## src/rtl/lsmc_pkg.sv

```systemverilog
// Package for the status LED mode controller.
// Holds the event and command codes, the controller state and result types.
// No dependencies.
`default_nettype none

package lsmc_pkg;

    localparam int REQ_W     = 4;
    localparam int NOW_W     = 32;
    localparam int QUAL_W    = 8;
    localparam int CMD_W     = 3;
    localparam int STATUS_W  = 3;
    localparam int CFG_W     = 16;
    localparam int S_DATA_W  = 48;
    localparam int M_DATA_W  = 16;

    localparam logic [REQ_W-1:0] REQ_SOFT_RESET  = 4'd0;
    localparam logic [REQ_W-1:0] REQ_FATAL       = 4'd1;
    localparam logic [REQ_W-1:0] REQ_LINK_QUAL   = 4'd2;
    localparam logic [REQ_W-1:0] REQ_DIAG_UNAVAIL = 4'd3;
    localparam logic [REQ_W-1:0] REQ_BIND        = 4'd4;
    localparam logic [REQ_W-1:0] REQ_WIFI        = 4'd5;
    localparam logic [REQ_W-1:0] REQ_MAINT_RESET = 4'd6;
    localparam logic [REQ_W-1:0] REQ_CLEAR_MAINT = 4'd7;
    localparam logic [REQ_W-1:0] REQ_UPDATE      = 4'd8;

    localparam logic [STATUS_W-1:0] STATUS_ERROR    = 3'd0;
    localparam logic [STATUS_W-1:0] STATUS_RX_LOST  = 3'd1;
    localparam logic [STATUS_W-1:0] STATUS_FRAMES   = 3'd2;
    localparam logic [STATUS_W-1:0] STATUS_BYTES    = 3'd3;
    localparam logic [STATUS_W-1:0] STATUS_READY    = 3'd4;
    localparam logic [STATUS_W-1:0] STATUS_STARTUP  = 3'd5;

    localparam logic CFG_DIAG_HOLD    = 1'b0;
    localparam logic CFG_BLINK_PERIOD = 1'b1;

    localparam logic [CFG_W-1:0] DIAG_HOLD_RESET    = 16'd3000;
    localparam logic [CFG_W-1:0] BLINK_PERIOD_RESET = 16'd250;

    typedef enum logic [1:0] {
        MODE_NORMAL = 2'd0,
        MODE_DIAG   = 2'd1,
        MODE_MAINT  = 2'd2,
        MODE_FATAL  = 2'd3
    } mode_t;

    typedef enum logic [1:0] {
        PRES_NONE  = 2'd0,
        PRES_BIND  = 2'd1,
        PRES_WIFI  = 2'd2,
        PRES_RESET = 2'd3
    } pres_t;

    typedef enum logic [CMD_W-1:0] {
        CMD_STATUS  = 3'd0,
        CMD_LQ      = 3'd1,
        CMD_UNAVAIL = 3'd2,
        CMD_BIND    = 3'd3,
        CMD_WIFI    = 3'd4,
        CMD_RED     = 3'd5,
        CMD_OFF     = 3'd6
    } cmd_t;

    typedef struct packed {
        mode_t                mode;
        pres_t                pres;
        logic [NOW_W-1:0]     diag_start;
        logic [NOW_W-1:0]     blink_last;
        logic                 blink_started;
        logic                 blink_on;
        logic                 normal_shown;
        logic [STATUS_W-1:0]  last_status;
    } state_t;

    localparam state_t STATE_RESET = '{
        mode:          MODE_NORMAL,
        pres:          PRES_NONE,
        diag_start:    '0,
        blink_last:    '0,
        blink_started: 1'b0,
        blink_on:      1'b0,
        normal_shown:  1'b0,
        last_status:   STATUS_STARTUP
    };

    typedef struct packed {
        logic [REQ_W-1:0]  req;
        logic [NOW_W-1:0]  now;
        logic [QUAL_W-1:0] quality;
        logic              lost;
        logic              frames;
        logic              bytes_seen;
    } item_t;

    typedef struct packed {
        logic                valid;
        cmd_t                cmd;
        logic [STATUS_W-1:0] code;
        logic [QUAL_W-1:0]   quality;
    } result_t;

endpackage

`default_nettype wire

```

## src/rtl/lsmc_step.sv

```systemverilog
// Next-state and command logic for one event of the status LED mode controller.
// Depends on lsmc_pkg.
`default_nettype none

module lsmc_step (
    input  lsmc_pkg::state_t            cur,
    input  lsmc_pkg::item_t             item,
    input  logic [lsmc_pkg::CFG_W-1:0]  diag_hold,
    input  logic [lsmc_pkg::CFG_W-1:0]  blink_period,
    output lsmc_pkg::state_t            nxt,
    output lsmc_pkg::result_t           res
);

    logic [lsmc_pkg::NOW_W-1:0]    diag_elapsed;
    logic [lsmc_pkg::NOW_W-1:0]    blink_elapsed;
    logic                          diag_expired;
    logic                          blink_due;
    logic                          leave_diag;
    logic                          shown;
    logic [lsmc_pkg::STATUS_W-1:0] want;

    assign diag_elapsed  = item.now - cur.diag_start;
    assign blink_elapsed = item.now - cur.blink_last;
    assign diag_expired  = diag_elapsed >= {{(lsmc_pkg::NOW_W-lsmc_pkg::CFG_W){1'b0}}, diag_hold};
    assign blink_due     = blink_elapsed
                           >= {{(lsmc_pkg::NOW_W-lsmc_pkg::CFG_W){1'b0}}, blink_period};
    assign leave_diag    = (cur.mode == lsmc_pkg::MODE_DIAG) && (item.lost || diag_expired);
    assign shown         = leave_diag ? 1'b0 : cur.normal_shown;

    always_comb
    begin
        if (item.lost)
            want = lsmc_pkg::STATUS_RX_LOST;
        else if (item.frames)
            want = lsmc_pkg::STATUS_FRAMES;
        else if (item.bytes_seen)
            want = lsmc_pkg::STATUS_BYTES;
        else
            want = lsmc_pkg::STATUS_READY;
    end

    always_comb
    begin
        nxt         = cur;
        res.valid   = 1'b0;
        res.cmd     = lsmc_pkg::CMD_STATUS;
        res.code    = '0;
        res.quality = '0;
        case (item.req)
            lsmc_pkg::REQ_SOFT_RESET:
            begin
                nxt = lsmc_pkg::STATE_RESET;
            end
            lsmc_pkg::REQ_FATAL:
            begin
                nxt.mode  = lsmc_pkg::MODE_FATAL;
                nxt.pres  = lsmc_pkg::PRES_NONE;
                res.valid = 1'b1;
                res.code  = lsmc_pkg::STATUS_ERROR;
            end
            default:
            begin
                if (cur.mode != lsmc_pkg::MODE_FATAL)
                begin
                    case (item.req)
                        lsmc_pkg::REQ_LINK_QUAL,
                        lsmc_pkg::REQ_DIAG_UNAVAIL:
                        begin
                            nxt.mode       = lsmc_pkg::MODE_DIAG;
                            nxt.pres       = lsmc_pkg::PRES_NONE;
                            nxt.diag_start = item.now;
                            res.valid      = 1'b1;
                            if (item.req == lsmc_pkg::REQ_LINK_QUAL)
                            begin
                                res.cmd     = lsmc_pkg::CMD_LQ;
                                res.quality = item.quality;
                            end
                            else
                            begin
                                res.cmd = lsmc_pkg::CMD_UNAVAIL;
                            end
                        end
                        lsmc_pkg::REQ_BIND:
                        begin
                            nxt.mode          = lsmc_pkg::MODE_MAINT;
                            nxt.pres          = lsmc_pkg::PRES_BIND;
                            nxt.blink_started = 1'b0;
                            nxt.blink_on      = 1'b0;
                            res.valid         = 1'b1;
                            res.cmd           = lsmc_pkg::CMD_BIND;
                        end
                        lsmc_pkg::REQ_WIFI:
                        begin
                            nxt.mode          = lsmc_pkg::MODE_MAINT;
                            nxt.pres          = lsmc_pkg::PRES_WIFI;
                            nxt.blink_started = 1'b0;
                            nxt.blink_on      = 1'b0;
                            res.valid         = 1'b1;
                            res.cmd           = lsmc_pkg::CMD_WIFI;
                        end
                        lsmc_pkg::REQ_MAINT_RESET:
                        begin
                            nxt.mode          = lsmc_pkg::MODE_MAINT;
                            nxt.pres          = lsmc_pkg::PRES_RESET;
                            nxt.blink_started = 1'b0;
                            nxt.blink_on      = 1'b1;
                            res.valid         = 1'b1;
                            res.cmd           = lsmc_pkg::CMD_RED;
                        end
                        lsmc_pkg::REQ_CLEAR_MAINT:
                        begin
                            if (cur.mode == lsmc_pkg::MODE_MAINT)
                            begin
                                nxt.mode          = lsmc_pkg::MODE_NORMAL;
                                nxt.pres          = lsmc_pkg::PRES_NONE;
                                nxt.blink_started = 1'b0;
                                nxt.blink_on      = 1'b0;
                                nxt.normal_shown  = 1'b0;
                            end
                        end
                        lsmc_pkg::REQ_UPDATE:
                        begin
                            if (cur.mode == lsmc_pkg::MODE_MAINT)
                            begin
                                if (cur.pres == lsmc_pkg::PRES_RESET)
                                begin
                                    if (!cur.blink_started)
                                    begin
                                        nxt.blink_last    = item.now;
                                        nxt.blink_started = 1'b1;
                                    end
                                    else if (blink_due)
                                    begin
                                        nxt.blink_last = item.now;
                                        nxt.blink_on   = !cur.blink_on;
                                        res.valid      = 1'b1;
                                        res.cmd        = cur.blink_on ? lsmc_pkg::CMD_OFF
                                                                      : lsmc_pkg::CMD_RED;
                                    end
                                end
                            end
                            else if (cur.mode != lsmc_pkg::MODE_DIAG || leave_diag)
                            begin
                                nxt.mode         = lsmc_pkg::MODE_NORMAL;
                                nxt.normal_shown = shown;
                                if (!(shown && want == cur.last_status))
                                begin
                                    nxt.last_status  = want;
                                    nxt.normal_shown = 1'b1;
                                    res.valid        = 1'b1;
                                    res.code         = want;
                                end
                            end
                        end
                        default:
                        begin
                        end
                    endcase
                end
            end
        endcase
    end

endmodule

`default_nettype wire

```

## src/rtl/led_status_mode_controller.sv

```systemverilog
// Top level of the status LED mode controller: stream ports, registers, config.
// Depends on lsmc_pkg and lsmc_step.
// One event is accepted every cycle unless a stalled result holds a full input
// register. An event is held in an input register, its command and the updated
// mode state are computed combinationally from that register and the command
// lands in the result register. Events that give no command leave no
// result. A stalled result blocks only once the input register is also full.
`default_nettype none

module led_status_mode_controller (
    input  wire logic                            clk,
    input  wire logic                            rst_n,
    input  wire logic                            cfg_valid,
    output logic                                 cfg_ready,
    input  wire logic                            cfg_index,
    input  wire logic [lsmc_pkg::CFG_W-1:0]      cfg_data,
    input  wire logic                            s_tvalid,
    output logic                                 s_tready,
    // [31:0] now_ms, [39:32] link_quality, [40] receiver_lost,
    // [41] has_rc_frames, [42] has_receiver_bytes, [47:43] zero
    input  wire logic [lsmc_pkg::S_DATA_W-1:0]   s_tdata,
    // [3:0] req_type
    input  wire logic [lsmc_pkg::REQ_W-1:0]      s_tuser,
    output logic                                 m_tvalid,
    input  wire logic                            m_tready,
    // [2:0] status_code, [10:3] shown_quality, [15:11] zero
    output logic [lsmc_pkg::M_DATA_W-1:0]        m_tdata,
    // [2:0] led_command
    output logic [lsmc_pkg::CMD_W-1:0]           m_tuser
);

    logic                            in_valid_reg;
    lsmc_pkg::item_t                 item_reg;
    logic                            out_valid_reg;
    logic                            out_valid_next;
    lsmc_pkg::result_t               result_reg;
    lsmc_pkg::state_t                state_reg;
    lsmc_pkg::state_t                state_next;
    lsmc_pkg::result_t               step_res;
    logic [lsmc_pkg::CFG_W-1:0]      diag_hold_reg;
    logic [lsmc_pkg::CFG_W-1:0]      blink_period_reg;
    logic                            advance;
    logic                            in_take;

    assign cfg_ready = 1'b1;
    assign advance   = in_valid_reg && (!out_valid_reg || m_tready);
    assign s_tready  = !in_valid_reg || advance;
    assign in_take   = s_tvalid && s_tready;

    lsmc_step u_step (
        .cur          (state_reg),
        .item         (item_reg),
        .diag_hold    (diag_hold_reg),
        .blink_period (blink_period_reg),
        .nxt          (state_next),
        .res          (step_res)
    );

    always_comb
    begin
        if (advance)
            out_valid_next = step_res.valid;
        else if (m_tready)
            out_valid_next = 1'b0;
        else
            out_valid_next = out_valid_reg;
    end

    always_ff @(posedge clk or negedge rst_n)
    begin
        if (!rst_n)
        begin
            in_valid_reg     <= 1'b0;
            out_valid_reg    <= 1'b0;
            state_reg        <= lsmc_pkg::STATE_RESET;
            diag_hold_reg    <= lsmc_pkg::DIAG_HOLD_RESET;
            blink_period_reg <= lsmc_pkg::BLINK_PERIOD_RESET;
        end
        else
        begin
            out_valid_reg <= out_valid_next;
            if (in_take)
                in_valid_reg <= 1'b1;
            else if (advance)
                in_valid_reg <= 1'b0;
            if (advance)
                state_reg <= state_next;
            if (cfg_valid && cfg_ready)
            begin
                if (cfg_index == lsmc_pkg::CFG_DIAG_HOLD)
                    diag_hold_reg <= cfg_data;
                else
                    blink_period_reg <= cfg_data;
            end
        end
    end

    // Payload: hold on stall
    always_ff @(posedge clk)
    begin
        if (in_take)
        begin
            item_reg.req        <= s_tuser;
            item_reg.now        <= s_tdata[31:0];
            item_reg.quality    <= s_tdata[39:32];
            item_reg.lost       <= s_tdata[40];
            item_reg.frames     <= s_tdata[41];
            item_reg.bytes_seen <= s_tdata[42];
        end
        if (advance && step_res.valid)
            result_reg <= step_res;
    end

    assign m_tvalid = out_valid_reg;
    assign m_tuser  = result_reg.cmd;
    assign m_tdata  = {5'd0, result_reg.quality, result_reg.code};

endmodule

`default_nettype wire

```

## config.mk

```make
export PLATFORM = sky130hd
export DESIGN_NAME = led_status_mode_controller
export DESIGN_NICKNAME = d
export VERILOG_FILES = /design/src/rtl/lsmc_pkg.sv /design/src/rtl/lsmc_step.sv /design/src/rtl/led_status_mode_controller.sv
export SDC_FILE = /design/constraint.sdc
export NUM_CORES = 1
export LEC_CHECK = 0
export BUFFER_PORTS_ARGS = -buffer_cell sky130_fd_sc_hd__clkbuf_2
export CORE_MARGIN = 2
export CORE_UTILIZATION = 50
export CTS_BUF_LIST = sky130_fd_sc_hd__clkbuf_8
export CTS_CLUSTER_SIZE = 10
export DETAILED_ROUTE_END_ITERATION = 7
export HOLD_SLACK_MARGIN = 0.05
export MAX_ROUTING_LAYER = met4
export PLACE_DENSITY = 0.79
export SLEW_MARGIN = 10
export SYNTH_ARGS = -nofsm -noshare
export SYNTH_HDL_FRONTEND = slang
export SYNTH_SLANG_ARGS = --single-unit
```

## constraint.sdc

```tcl
create_clock -name clk -period 6.2 [get_ports clk]
set_clock_uncertainty 0.15 [all_clocks]
set_input_delay 0.62 -clock clk [delete_from_list [all_inputs] [get_ports clk]]
set_output_delay 0.62 -clock clk [all_outputs]
set_load 0.02 [all_outputs]
```

==> flow_summary.json, run 1 <==
{
  "grtUsageTotal_pct": 24.9,
  "hold_buffers": 0,
  "core_area_um2": 23300,
  "ff2ff_path_depth": 24,
  "synth_top_family_by_area": "compound AO/OA/AOI/OAI gates",
  "synthSimpleGateAreaFrac_pct": 17.7,
  "start_util_pct": 50.5,
  "cp_num_cells": 24,
  "drive_above_1_share_pct": 19.5,
  "grt_pass1_wl_um": 46900,
  "use_met1_pct": 30.9,
  "outcome": "finished, final reports clean",
  "muxShareOfSynthArea_pct": 2.47,
  "final_common_cell": "nand2_1",
  "mostFrequentLayoutCells": "146 x nand2_1, 120 x inv_1, 100 x o21ai_0",
  "relSlewSlack_pct": 31.0,
  "rsz0062_at_grt": "no",
  "seq_area_frac_synth_pct": 38.7,
  "vias": 9712,
  "critPathBufInv": 4,
  "std_cell_rows": 56,
  "clockRootBuffer": "clkbuf_8",
  "antenna_cells": 0,
  "cts_resized": 0,
  "synth_cell_types": 97,
  "area_growth_pct": 8.46,
  "crit_end": "m_tuser[1]",
  "antenna_left": 0,
  "io_pins": 96,
  "period_share_pct": 95.4,
  "hpwl_um": 21900,
  "cts_tree": "done",
  "synth_area_leaders": "dfrtp_1 20%, edfxtp_1 16%, ha_1 10%, nand2_1 4.7%, o21ai_0 4.3%",
  "r2r_slack_ns": 0.29,
  "synth_xor_area_share_pct": 3.43,
  "grt_use_met2_pct": 40.7,
  "start_kind": "flop",
  "synth_edf_count": 61,
  "maxCapViolations": 0,
  "io_buffers": 84,
  "cts_sinks": 169,
  "postCtsSetupBuffers": 0,
  "r2r_start": "item_reg[11]",
  "power_leakage_nw": 5.58,
  "yosysWarnings": 0,
  "crit_chain": "inv_1 > ha_1 > inv_1 > fa_1 > a21o_1 > a2111oi_2 > nor2_1 > a21o_1 > a21o_2 > a21oi_1 > xnor2_1 > ha_1 > nand2_1 > o21ai_0 > a211oi_1 > a211oi_1 > or4_1 > a2111o_1 > o41ai_2 > buf_4 > nor4_2 > nor3_2 > o21ai_1 > buf_4",
  "cp_max_fo": 11,
  "synth_compound_area_share_pct": 20.6,
  "ys_ff_latch": 169,
  "largest_reg_flops": 74,
  "tns_ns": 0,
  "syn_area_per_cell_um2": 9.28,
  "critPathCaptureType": "flop",
  "num-nets-final": 1503,
  "fmax_mhz": 169,
  "cp_top_family": "compound AO/OA/AOI/OAI gates",
  "gp_congestion": 0.942,
  "synth_adder_area_share_pct": 10.4,
  "dr.pass1.iters": 6,
  "worst_slew_pin_slew_ns": 1.03,
  "grt_max_degree": 66,
  "synth_flop_cell": "dfrtp_1",
  "hold_path.class": "in2async",
  "vias_per_cell": 5.83,
  "cp.arrival_ns": 6.00,
  "die-area_um2": 24700,
  "crit_type": "reg2reg",
  "h-tree-depth": 4,
  "max_stage_delay_ns": 0.54,
  "first_global_vias": 9371,
  "layout.cells.non_filler": 1665,
  "clk_pin_slew_worst_paths_ns": 0.11,
  "initialDrtViolationCount": 709,
  "final_hold_viol_count": 0,
  "crit_slowest_cell": "or4_1",
  "maxSlewViolCount": 0,
  "r2r-end": "m_tuser[1]",
  "clk_latency_ns": 0.48,
  "powerDensity_nw_per_um2": 419,
  "fin_crit_ns": 5.91,
  "wl_per_cell_um": 17.3,
  "synth_cells": 1267,
  "power_mw": 5.35,
  "die_h_um": 157,
  "cts_buffers": 17,
  "setup_viol_count_final": 0,
  "synth-async-reset-ratio_pct": 63.9,
  "grt_busiest_layer": "met2",
  "overflow": 0,
  "wl_um": 28900,
  "synth_top_cell_area_share_pct": 19.8,
  "die_w_um": 157,
  "critPathRequiredTime_ns": 6.29,
  "startpoint": "item_reg[11]",
  "antenna_found_initial": 0,
  "drc": 0,
  "peakVddDrop_mv": 0.156,
  "clk_path_buf_depth": 2,
  "placed_cells": 1633,
  "grt_util_met3_pct": 4.13,
  "synth_area_leader_cell": "dfrtp_1",
  "syn_area_um2": 11800
}
metal layers:
layer,vias up,wire length (µm),share of wire [%]
met5,-,0,0
met4,0,933,3.2
met3,67,1430,4.9
met2,304,14100,49
met1,4667,12400,43
li1,4674,-,-
synthesized netlist by cell type (8+ instances only):
library cell and instances:
dfrtp_1 93, o31ai_1 8, nand3_2 25, o21a_1 13, and2_1 17, a31oi_1 10, o21ai_2 33, a211oi_1 8
inv_1 120, o211ai_1 11, mux2_2 24, edfxtp_1 61, nand4_1 27, nor3_1 14, ha_1 94, nand3_1 23
and3_1 10, xnor2_1 30, nor4_1 10, nand2b_1 12, a21o_1 27, nor2_1 53, o21ai_0 100, dfstp_2 15
a21oi_1 84, clkbuf_1 28, xor2_1 16, nand2_1 147, nor2b_1 12
power by group:
group	internal, mW	switching (mW)
registers	1.43	0.151
clock network	0.302	0.491
logic	1.22	1.75
cell families after synthesis:
family / Yosys count
simple gates: 389
compound gates: 366
buf+inv: 172
flops: 169
fa+ha+maj: 97
xor+xnor: 46
mux: 26
other cells: 2
area by class of cell:
cell class | count | area, µm²
tap | 319 | 399
fill | 2107 | 10500
clock inverter | 15 | 154
sequential | 169 | 4550
clock buffer | 17 | 234
timing repair buffer | 95 | 505
multi-input combinational | 930 | 6450
inverter | 120 | 450
stage by stage:
step           utilization (%)  hold WS (ns)  setup WS [ns]  cell area, µm²
2_1_floorplan                -         0.174          0.688           11800
3_3_place_gp              53.1         0.313          0.420           12400
3_5_place_dp              53.1         0.322          0.393           12400
4_1_cts                   54.8         0.126          0.319           12700
5_1_grt                   54.8         0.124        0.00870           12700
6_report                  54.8        0.0941          0.287           12700
how the worst min path moves through the flow:
stage | start | end | slack, ns
floorplan | rst_n | blink_period_reg[0] | 0.17
global placement | state_reg[57] | state_reg[57] | 0.31
detailed placement | state_reg[65] | state_reg[65] | 0.32
CTS | rst_n | state_reg[62] | 0.13
global route | s_tdata[38] | item_reg[9] | 0.12
finish | rst_n | state_reg[44] | 0.09
Note: power is estimated with default switching activity, not from simulation.
==> run 2, diff against run 1 <==
- SETUP_SLACK_MARGIN: not set -> 0.3
==> flow_summary.json, run 2 (synthesis gave the netlist of run 1 again) <==
{
  "relSlewSlack_pct": 31.8,
  "n_fill_cell": 2106,
  "io_buffers": 84,
  "p_seq_share_pct": 29.5,
  "grtUsageTotal_pct": 24.9,
  "fmax_mhz": 176,
  "hpwl_um": 21900,
  "antenna_left": 0,
  "critPathCaptureType": "flop",
  "maxCapViolations": 0,
  "powerDensity_nw_per_um2": 420,
  "drc": 0,
  "area_growth_pct": 8.69,
  "layout.cells.non_filler": 1666,
  "gp_congestion": 0.942,
  "outcome": "finished, final reports clean",
  "io_pins": 96,
  "antenna_cells": 0,
  "tns_ns": 0,
  "first_global_vias": 9371,
  "dr.pass1.iters": 5,
  "final_common_cell": "nand2_1",
  "hold_buffers": 0,
  "grt_max_degree": 66,
  "wl_um": 28900,
  "swShare_pct": 44.8,
  "die_h_um": 157,
  "start_kind": "flop",
  "power_leakage_nw": 5.59,
  "final_area_um2": 12800,
  "clockRootBuffer": "clkbuf_8",
  "regArea_um2": 4550,
  "hold_path.class": "in2async",
  "h-tree-depth": 4,
  "period_share_pct": 91.7,
  "postPlaceCellArea_um2": 12400,
  "num-nets-final": 1504,
  "cp.arrival_ns": 5.78,
  "cts_buffers": 17,
  "setup_viol_count_final": 0,
  "initialDrtViolationCount": 777,
  "worst_slew_pin_slew_ns": 1.02,
  "r2r_start": "item_reg[11]",
  "clk_latency_ns": 0.48,
  "std_cell_rows": 56,
  "cts_tree": "done",
  "multi_input_area_um2": 6470,
  "critPathRequiredTime_ns": 6.29,
  "power_switching_mw": 2.40,
  "core_area_um2": 23300,
  "die-area_um2": 24700,
  "clk_pin_slew_worst_paths_ns": 0.11,
  "mostFrequentLayoutCells": "146 x nand2_1, 119 x inv_1, 100 x o21ai_0",
  "cts_sinks": 169,
  "largest_reg_flops": 74,
  "maxSlewViolCount": 0,
  "clock_power_share_pct": 14.8,
  "clk_path_buf_depth": 2,
  "die_w_um": 157,
  "overflow": 0,
  "crit_type": "reg2reg",
  "intPower_mw": 2.96,
  "rsz0062_at_grt": "no",
  "grt_pass1_wl_um": 46900,
  "p_comb_share_pct": 55.7,
  "peakVddDrop_mv": 0.156,
  "vias": 9684,
  "wl_per_cell_um": 17.4,
  "startpoint": "item_reg[11]",
  "r2r-end": "m_tuser[1]",
  "crit_end": "m_tuser[1]",
  "vias_per_cell": 5.81,
  "power_mw": 5.36,
  "cp_max_fo": 11,
  "start_util_pct": 50.5,
  "placed_cells": 1633,
  "antenna_found_initial": 0,
  "r2r_slack_ns": 0.52,
  "final_hold_viol_count": 0,
  "ff2ff_path_depth": 24,
  "fin_crit_ns": 5.68,
  "drive_above_1_share_pct": 19.7
}
[run 2: cell count changes in the layout (fill, tap and decap cells not counted)]
cell / change
a2111oi_2: -1
a31oi_1: -1
a31oi_2: +1
a2111oi_4: +1
buf_4: +1
inv_2: +1
inv_1: -1
[run 2: critical path: stages (launching register included)]
cell and delay, ns:
edfxtp_1 0.42, inv_2 0.11, ha_1 0.17, inv_1 0.05, fa_1 0.40, a21o_1 0.24, a2111oi_4 0.34, nor2_1 0.07
a21o_1 0.20, a21o_2 0.21, a21oi_1 0.16, xnor2_1 0.14, ha_1 0.26, nand2_1 0.06, o21ai_0 0.10, a211oi_1 0.20
a211oi_1 0.13, or4_1 0.54, a2111o_1 0.35, o41ai_2 0.28, buf_4 0.19, nor4_2 0.06, nor3_2 0.24, o21ai_1 0.14
buf_4 0.21
[run 2: layout make-up]
cell class | count | area share [%]
multi-input combinational | 930 | 50.7
sequential | 169 | 35.6
timing repair buffer | 96 | 4.02
inverter | 120 | 3.53
tap | 319 | 3.12
clock buffer | 17 | 1.83
clock inverter | 15 | 1.20
[run 2: worst min-delay path by stage]
stage	endpoint	depth (start not counted)
6_report	state_reg[44]	1
4_1_cts	state_reg[62]	1
3_3_place_gp	state_reg[57]	2
2_1_floorplan	blink_period_reg[0]	0
5_1_grt	item_reg[9]	1
3_5_place_dp	state_reg[65]	2
[run 2: metrics by stage]
| step | utilization (%) | worst slack (ns) | hold slack, ns |
|---|---|---|---|
| floorplan | - | 0.688 | 0.174 |
| global placement | 53.1 | 0.420 | 0.313 |
| detailed placement | 53.1 | 0.393 | 0.322 |
| CTS | 54.8 | 0.319 | 0.126 |
| global route | 54.9 | 0.298 | 0.124 |
| finish | 54.9 | 0.517 | 0.0938 |
[run 2: power groups by stage]
stage / sequential [mW] / clock, mW / combinational, mW
4_1_cts: 1.58 / 0.815 / 2.94
2_1_floorplan: 1.56 / 0 / 2.32
3_5_place_dp: 1.60 / 0 / 2.91
6_report: 1.58 / 0.794 / 2.99
5_1_grt: 1.61 / 0.854 / 3.35
3_3_place_gp: 1.59 / 0 / 2.82
[run 2: layer usage]
layer,up-vias,wire [µm],track usage (%)
met2,294,14100,40.7
met1,4653,12400,30.9
met3,61,1490,4.13
li1,4676,-,-
met4,0,928,9.65
met5,-,0,-
[run 2: repair_timing]
item	in CTS	in global routing
hold endpoints to repair	0	0
setup endpoints to repair	0	35
setup buffers	0	1
resized for setup	0	3
==> run 3, diff against run 2 <==
- clock period: 6.2 -> 7 ns (I/O delays scaled with it)
==> flow_summary.json, run 3 (synthesis gave the netlist of run 1 again) <==
{
  "hpwl_um": 22000,
  "peakVddDrop_mv": 0.158,
  "power_switching_mw": 2.13,
  "clk_latency_ns": 0.49,
  "num-nets-final": 1501,
  "relSlewSlack_pct": 29.8,
  "p_seq_share_pct": 29.1,
  "wl_um": 29100,
  "worst_slew_pin_slew_ns": 1.05,
  "critPathRequiredTime_ns": 7.10,
  "whs_endpoint": "item_reg[6]",
  "postCtsSetupBuffers": 0,
  "layout.cells.non_filler": 1663,
  "crit_slowest_cell": "o41ai_2",
  "std_cell_rows": 56,
  "drive_above_1_share_pct": 19.4,
  "holdPathStages": 1,
  "antenna_found_initial": 0,
  "cts_buffers": 17,
  "core_area_um2": 23300,
  "grt_pass1_wl_um": 47500,
  "grt_max_degree": 80,
  "r2r_start": "item_reg[11]",
  "die_w_um": 157,
  "clockRootBuffer": "clkbuf_8",
  "setup_viol_count_final": 0,
  "antenna_cells": 0,
  "hold_buffers": 1,
  "initialDrtViolationCount": 685,
  "tns_ns": 0,
  "crit_type": "reg2reg",
  "io_pins": 96,
  "timing.final.ws_setup_ns": 0.854,
  "wl_per_cell_um": 17.5,
  "clk_pin_slew_worst_paths_ns": 0.12,
  "cts_sinks": 169,
  "maxCapViolations": 0,
  "rsz0062_at_grt": "no",
  "start_util_pct": 50.5,
  "preCtsSetupSlack_ns": 0.919,
  "start_kind": "flop",
  "max_stage_delay_ns": 0.56,
  "n_fill_cell": 2093,
  "fmax_mhz": 163,
  "hold_path_startpoint": "s_tdata[35]",
  "power_mw": 4.81,
  "period_share_pct": 87.8,
  "gp_congestion": 0.929,
  "die_h_um": 157,
  "mostFrequentLayoutCells": "146 x nand2_1, 120 x inv_1, 100 x o21ai_0",
  "overflow": 0,
  "power_leakage_nw": 5.59,
  "swShare_pct": 44.2,
  "r2r-end": "m_tdata[4]",
  "drc": 0,
  "first_global_vias": 9439,
  "largest_reg_flops": 74,
  "die-area_um2": 24700,
  "cts_resized": 0,
  "clk_path_buf_depth": 2,
  "io_buffers": 84,
  "fin_crit_ns": 6.15,
  "cts_tree": "done",
  "area_growth_pct": 8.74,
  "critPathCaptureType": "flop",
  "dr.pass1.iters": 5,
  "final_hold_viol_count": 0,
  "hold_path.class": "in2reg",
  "grtUsageTotal_pct": 25.1,
  "powerDensity_nw_per_um2": 377,
  "r2r_slack_ns": 0.85,
  "cp.arrival_ns": 6.25,
  "vias_per_cell": 5.81,
  "crit_chain": "inv_1 > ha_1 > inv_1 > fa_1 > a21o_1 > a2111oi_2 > nor2_1 > a21o_1 > a21o_2 > a21oi_1 > xnor2_1 > ha_1 > nand2_1 > o21ai_0 > a211oi_1 > a211oi_1 > or4_1 > a2111o_1 > o41ai_2 > nor4_2 > nor3_2 > o21ai_1 > buf_4",
  "vias": 9661,
  "final_common_cell": "nand2_1",
  "placed_cells": 1630,
  "fin_hold_ws_ns": 0.220,
  "ff2ff_path_depth": 23,
  "maxSlewViolCount": 0,
  "outcome": "finished, final reports clean",
  "antenna_left": 0,
  "p_comb_share_pct": 54.7,
  "clock_power_share_pct": 16.2,
  "h-tree-depth": 4,
  "cp_max_fo": 11,
  "intPower_mw": 2.69
}
-- run 3: power groups by stage --
stage	clock, mW	combinational (mW)	sequential (mW)
after floorplan	0	2.05	1.38
after global placement	0	2.50	1.41
after detailed placement	0	2.58	1.42
after CTS	0.792	2.61	1.40
after global routing	0.828	2.96	1.42
final	0.781	2.63	1.40
-- run 3: metrics by stage --
stage | area [µm²] | util (%)
after floorplan | 11800 | -
after global placement | 12300 | 53.0
after detailed placement | 12300 | 53.0
after CTS | 12800 | 54.9
after global routing | 12800 | 54.9
final | 12800 | 54.9
-- run 3: layout make-up --
type	instances	area, µm²	share of cell area (%)
Clock buffer	17	234	1.83
Clock inverter	15	199	1.56
Inverter	120	450	3.52
Multi-Input combinational cell	930	6450	50.5
Sequential cell	169	4550	35.6
Tap cell	319	399	3.12
Timing Repair Buffer	93	493	3.86
-- run 3: critical path: cells and delay by family, from the launching register on --
family	cells	cell delay, ns
AOI/OAI and AO/OA	11	2.87
and+or+nand+nor	5	1.07
adders and majority gates	3	0.84
buffers and inverters	3	0.42
DFF	1	0.41
xor gates and xnor gates	1	0.15
-- run 3: worst max path at each step --
stage          cells after the start  slack (ns)          from     endpoint
2_1_floorplan                     22        1.49  item_reg[11]   m_tdata[0]
3_3_place_gp                      23        0.96  item_reg[11]  m_tdata[10]
3_5_place_dp                      23        0.92  item_reg[11]   m_tdata[3]
4_1_cts                           23        0.87  item_reg[11]   m_tdata[4]
5_1_grt                           23        0.46  item_reg[11]   m_tdata[4]
6_report                          23        0.85  item_reg[11]   m_tdata[4]
-- run 3: routing by layer --
metal / up-vias / global-route usage [%] / part of all wire [%]
met5: - / - / 0
met4: 0 / 9.22 / 3.3
met3: 72 / 4.38 / 4.8
met2: 256 / 41.1 / 48
met1: 4665 / 31.4 / 44
li1: 4668 / - / -
